**src/hdl/c3acc_pkg.sv**
```systemverilog
`timescale 1ns / 1ps

package c3acc_pkg;

    localparam int SAMPLE_W    = 16;
    localparam int WEIGHT_W    = 16;
    localparam int ADDEND_W    = 40;
    localparam int RESULT_W    = 40;
    localparam int CFG_DATA_W  = 48;
    localparam int CFG_IDX_W   = 3;
    localparam int WIDTH_CFG_W = 11;
    localparam int HEIGHT_W    = 16;
    localparam int HEIGHT_LIMIT = 65533;
    localparam int TAPS        = 3;
    localparam int PROD_W      = 2 * SAMPLE_W;
    localparam int CELL_SUM_W  = PROD_W + 2;
    localparam int WIN_SUM_W   = CELL_SUM_W + 2;
    localparam int ACC_W       = RESULT_W + 1;
    localparam int OUT_DEPTH   = 8;
    localparam int CREDIT_W    = $clog2(OUT_DEPTH + 1);

    localparam logic signed [RESULT_W-1:0] RES_MAX = {1'b0, {(RESULT_W-1){1'b1}}};
    localparam logic signed [RESULT_W-1:0] RES_MIN = {1'b1, {(RESULT_W-1){1'b0}}};

    typedef logic signed [SAMPLE_W-1:0]   sample_t;
    typedef logic signed [WEIGHT_W-1:0]   weight_t;
    typedef logic signed [PROD_W-1:0]     prod_t;
    typedef logic signed [CELL_SUM_W-1:0] cell_sum_t;
    typedef logic signed [WIN_SUM_W-1:0]  win_sum_t;
    typedef logic signed [ACC_W-1:0]      acc_t;

    // One window column: element 0 is the oldest row
    typedef sample_t [TAPS-1:0] column_t;
    typedef weight_t [TAPS-1:0] weight_col_t;

    typedef enum logic [CFG_IDX_W-1:0] {
        REG_WEIGHT_ROW0 = 3'd0,
        REG_WEIGHT_ROW1 = 3'd1,
        REG_WEIGHT_ROW2 = 3'd2,
        REG_OUT_WIDTH   = 3'd3,
        REG_OUT_HEIGHT  = 3'd4
    } cfg_reg_t;

    typedef struct packed {
        logic signed [SAMPLE_W-1:0] src_sample;
        logic signed [ADDEND_W-1:0] addend;
    } src_item_t;

    typedef struct packed {
        logic signed [RESULT_W-1:0] result;
        logic                       saturated;
        logic                       frame_end;
    } dst_item_t;

endpackage

```
**src/hdl/c3acc_cell.sv**
```systemverilog
`timescale 1ns / 1ps

module c3acc_cell import c3acc_pkg::*;
(
    input  logic        clk,
    input  logic        rst_n,
    input  logic        load,
    input  column_t     shift_in,
    input  weight_col_t weights,
    output column_t     taps,
    output cell_sum_t   sum
);

    column_t   taps_reg;
    prod_t     prod_reg [TAPS];
    cell_sum_t sum_reg;

    // Hold the column until the next sample transfer moves the window left
    always_ff @(posedge clk or negedge rst_n)
    begin
        if (!rst_n)
        begin
            taps_reg <= '0;
        end
        else if (load)
        begin
            taps_reg <= shift_in;
        end
    end

    always_ff @(posedge clk)
    begin
        for (int i = 0; i < TAPS; i++)
        begin
            prod_reg[i] <= prod_t'($signed(taps_reg[i]) * $signed(weights[i]));
        end
        sum_reg <= cell_sum_t'(prod_reg[0]) + cell_sum_t'(prod_reg[1])
                 + cell_sum_t'(prod_reg[2]);
    end

    assign taps = taps_reg;
    assign sum  = sum_reg;

endmodule

```
**config.mk**
```make
export PLATFORM = sky130hd
export DESIGN_NAME = c3acc_cell
export DESIGN_NICKNAME = d
export VERILOG_FILES = /design/src/hdl/c3acc_pkg.sv /design/src/hdl/c3acc_cell.sv
export SDC_FILE = /design/constraint.sdc
export NUM_CORES = 2
export LEC_CHECK = 0
export ABC_AREA = 1
export BUFFER_PORTS_ARGS = -buffer_cell sky130_fd_sc_hd__buf_2
export CAP_MARGIN = 20
export CORE_ASPECT_RATIO = 0.8
export CORE_MARGIN = 2
export CORE_UTILIZATION = 50
export CTS_CLUSTER_DIAMETER = 40
export CTS_CLUSTER_SIZE = 12
export DETAILED_ROUTE_END_ITERATION = 6
export PLACE_DENSITY = 0.67
export REMOVE_ABC_BUFFERS = 1
export SYNTH_ARGS = -nofsm -noshare
export SYNTH_HDL_FRONTEND = slang
export SYNTH_SLANG_ARGS = --single-unit
```
**constraint.sdc**
```tcl
create_clock -name clk -period 6.7 [get_ports clk]
set_input_delay 1.34 -clock clk [delete_from_list [all_inputs] [get_ports clk]]
set_output_delay 1.34 -clock clk [all_outputs]
set_load 0.02 [all_outputs]
```
* After elaboration in Yosys (flattened, before gate mapping)
Memories as Yosys holds them, arrays and structs flattened.
Cells that the tools add are included.
** Storage, ports and cells
- Register bits :: 82
- RAM bits :: 96
- Input port bits :: 99
- Output and inout bits :: 82
- Logic and storage cells :: 10
- Memories :: 1
** Operators by class
- $add $sub $neg :: 2
- $mul :: 3
** Memories
- prod_reg :: depth 3, width 32, read ports 3, clocked after memory_dff 0, wr ports 3, line c3acc_cell.sv:15 : prod_t prod_reg [TAPS];
** Operators by type and width (count)
- $mul 16x16->32 :: 3
- $add 33x32->34 :: 1
- $add 32x32->33 :: 1

* Logic depth before layout (Yosys ltp)
- Word-level depth :: 2
- Depth in mapped cells :: 27
- Gate-level depth less buffers :: 25

* Worst setup path after synthesis
Ideal clock, no wire load.
- Path type :: input-to-reg
- Start point :: in weights[19] (netlist bit)
- End point :: mem prod_reg[0][63] (netlist bit)
- Library setup time :: 0.112 ns
- Arrival :: 6.401 ns
- Data required time :: 6.588 ns
- Path slack :: 0.187 ns
- Stages on the path :: 23
- Path buffers :: 2
- Path through :: clkbuf_1 > clkbuf_1 > nand2_1 > inv_1 > fa_1 > fa_1 > fa_1 > fa_1 > fa_1 > inv_1 > fa_1 > inv_1 > ha_1 > nand2_1 > nor2_1 > inv_1 > nor2_1 > and2_1 > nand2_1 > inv_1 > nor2_1 > nand2_1 > nand2_1
** RTL lines
- start, declared :: line c3acc_cell.sv:9 : input weight_col_t weights,
- end, declared :: line c3acc_cell.sv:15

==> out/metrics.cfg <==
[status]
outcome = completed

[clocking]
ctsHoldBuffers = 0
clkTransAtPathRegs_ns = 0.09
clock-root-buffer = clkbuf_16
postCtsSetupBuffers = 0
numClockSinks = 178
cts_max_path_buffers = 2
cts_buffers = 17
cts_resized = 0
clock_latency_ns = 0.51
tritoncts = yes
ctsHtreeMaxLevel = 4

[yosys]
synth_area_sq_um = 39600
syn_area_per_cell_sq_um = 7.67
ys_seq_elements = 178
synth_cell_type_count = 32
yosysWarnings = 0
ys_seq_area_share_pct = 9.59
netlist_instances = 5172

[setup_path]
max_stage_delay_ns = 0.70
end_kind = flop
required_ns = 7.14
r2r_cells = 20
crit_top_cell = fa_1
critPathKind = primary input to flop
critPathMaxFanout = 16
startpoint_type = primary input
cp_slowest_cell = fa_1
cp.arrival_ns = 6.66
cp_cell_sequence = buf_2 > nand2_1 > inv_1 > fa_1 > fa_1 > fa_1 > fa_1 > fa_1 > inv_1 > fa_1 > inv_1 > ha_1 > nand2_1 > nor2_1 > inv_1 > nor2_1 > buf_4 > nand4_1 > nand3b_1 > xor2_1

[global_route]
overflow = 0
grt_pass1_vias = 32116
track_usage_pct = 26.2
grt_max_degree = 61
antenna_found_initial = 1
grt_pass1_wl_um = 169000

[sta]
timing.fmax_mhz = 161
slew_headroom_pct = 42.1
finalCritPeriodShare_pct = 92.8
final_hold_viol_count = 0
tightest_slew_ns = 0.868
whs_ns = 0.597
min_period_ns = 6.22
finalClockSkew_ns = 0.0220
setup_viol = 0
slew_violations = 0
grt_setup_unrepaired = no

[routing]
drtAntennaViolNets = 0
drcViolationCount = 0
viasPerCell = 4.93
wl_per_cell_um = 16.0
drt_pass1_iterations = 6
first_iter_violations = 2741
finalWirelength_um = 101000
num_vias = 31134

[placed_design]
place_congestion = 0.946
hpwl_um = 86800
port_buffers = 180

[layout]
fill_cells = 7585
drive_gt1_share_pct = 6.57
area_growth_pct = 7.03
insertedDiodeCount = 0
largest_reg_flops = 96
nNetsFinal = 6463
post-route-util_pct = 54.0

[floorplanning]
coreArea_sq_um = 78600
rows = 92
pin_count = 181
fp.dieW_um = 319
die_h_um = 256
start_util_pct = 50.4
dieArea_sq_um = 81600

[min_path]
hold_depth = 3
hold_class = flop to flop

[run]
cap_violations = 0

[path summary, 6_finish.rpt]
check | slack, ns | from | to
worst max-delay path | 0.48 | weights[19] | prod_reg[0][55]$_DFF_P_
worst min-delay path | 0.60 | prod_reg[0][0]$_DFF_P_ | sum[0]$_DFF_P_
worst max register to register | 0.69 | taps[47]$_DFFE_PN0P_ | prod_reg[0][95]$_DFF_P_
worst min register to register | 0.60 | prod_reg[0][0]$_DFF_P_ | sum[0]$_DFF_P_
max in group asynchronous | 5.14 | rst_n | taps[5]$_DFFE_PN0P_
min in group asynchronous | 1.00 | rst_n | taps[28]$_DFFE_PN0P_
[worst max-delay path, delay by kind of cell]
family / cells / cell delay, ns
adders and majority gates: 7 / 3.53
and+or+nand+nor: 6 / 0.87
buffers and inverters: 6 / 0.75
xor gates and xnor gates: 1 / 0.15
[synth_stat cells (all sizes together)]
cell | count | area, sq um
xor2 | 66 | 578
a31oi | 2 | 12.5
nand3b | 6 | 45.0
buf | 4 | 20.0
a21oi | 98 | 490
mux2 | 36 | 405
o21a | 2 | 15.0
nand3 | 139 | 696
nor4 | 2 | 12.5
nor2 | 185 | 704
o21bai | 21 | 158
or2 | 1 | 6.26
and2 | 8 | 50.1
o211ai | 1 | 7.51
nand2 | 1466 | 5510
dfrtp | 48 | 1200
a21o | 3 | 22.5
xnor2 | 12 | 105
a21boi | 1 | 7.51
ha | 278 | 3480
o21ai | 46 | 230
dfxtp | 130 | 2600
fa | 819 | 16400
nand4 | 43 | 269
nor3 | 28 | 145
inv | 1534 | 5760
clkbuf | 193 | 726
[final cells by class]
cell class	instances	area, sq um	share of cell area, %
clock buffers	17	425	1.00
clock inverters	15	190	0.448
inverters	1534	5760	13.6
multi-input cells	3263	29300	69.1
flip-flops and latches	178	3800	8.96
well taps	1034	1290	3.05
repair buffers	273	1620	3.83
[per-layer routing]
| metal | vias up | wire length (um) | share of wire (%) | global-route usage, % |
|---|---|---|---|---|
| met5 | - | 0 | 0 | 0 |
| met4 | 0 | 1430 | 1.4 | 4.58 |
| met3 | 100 | 7910 | 7.8 | 3.81 |
| met2 | 1152 | 41300 | 41 | 37.7 |
| met1 | 15065 | 50200 | 50 | 42.0 |
| li1 | 14817 | - | - | - |
[cell families after synthesis]
kind of cell,after synthesis,share of synthesized area [%]
and+or+nand+nor,1878,18.8
buffers and inverters,1731,16.4
adders and majority gates,1097,50.1
DFF,178,9.59
AOI/OAI and AO/OA,174,2.38
xor gates and xnor gates,78,1.72
muxes,36,1.02
[layout by cell type (no fill, tap or decap), types with 2 or more instances in the layout]
cell type / n
inv_1: 1534
nand2_1: 1464
fa_1: 819
ha_1: 278
nor2_1: 183
buf_2: 180
nand3_1: 139
dfxtp_1: 130
a21oi_1: 98
buf_4: 91
xor2_1: 66
dfrtp_1: 48
o21ai_0: 46
nand4_1: 43
mux2_2: 36
nor3_1: 27
o21bai_1: 21
clkbuf_16: 17
xnor2_1: 12
and2_1: 8
nand3b_1: 6
inv_8: 4
a21o_1: 3
clkinv_8: 3
inv_6: 3
nand2_2: 2
nor4_1: 2
a31oi_1: 2
o21a_1: 2
clkinvlp_4: 2
buf_12: 2
[per-stage QoR]
stage | std cells | cell area (sq um) | setup slack (ns) | setup TNS (ns)
global placement | 6282 | 41800 | -0.0517 | -0.0517
global route | 6314 | 42400 | 0.204 | 0
CTS | 6314 | 42400 | 0.524 | 0
detailed placement | 6282 | 41800 | 0.0158 | 0
finish | 6314 | 42400 | 0.483 | 0
floorplan | 4975 | 38900 | 0.533 | 0
Power is left out: the tool's default activity adds up to more than one toggle a clock period on the data nets, which glitch-free logic cannot reach.
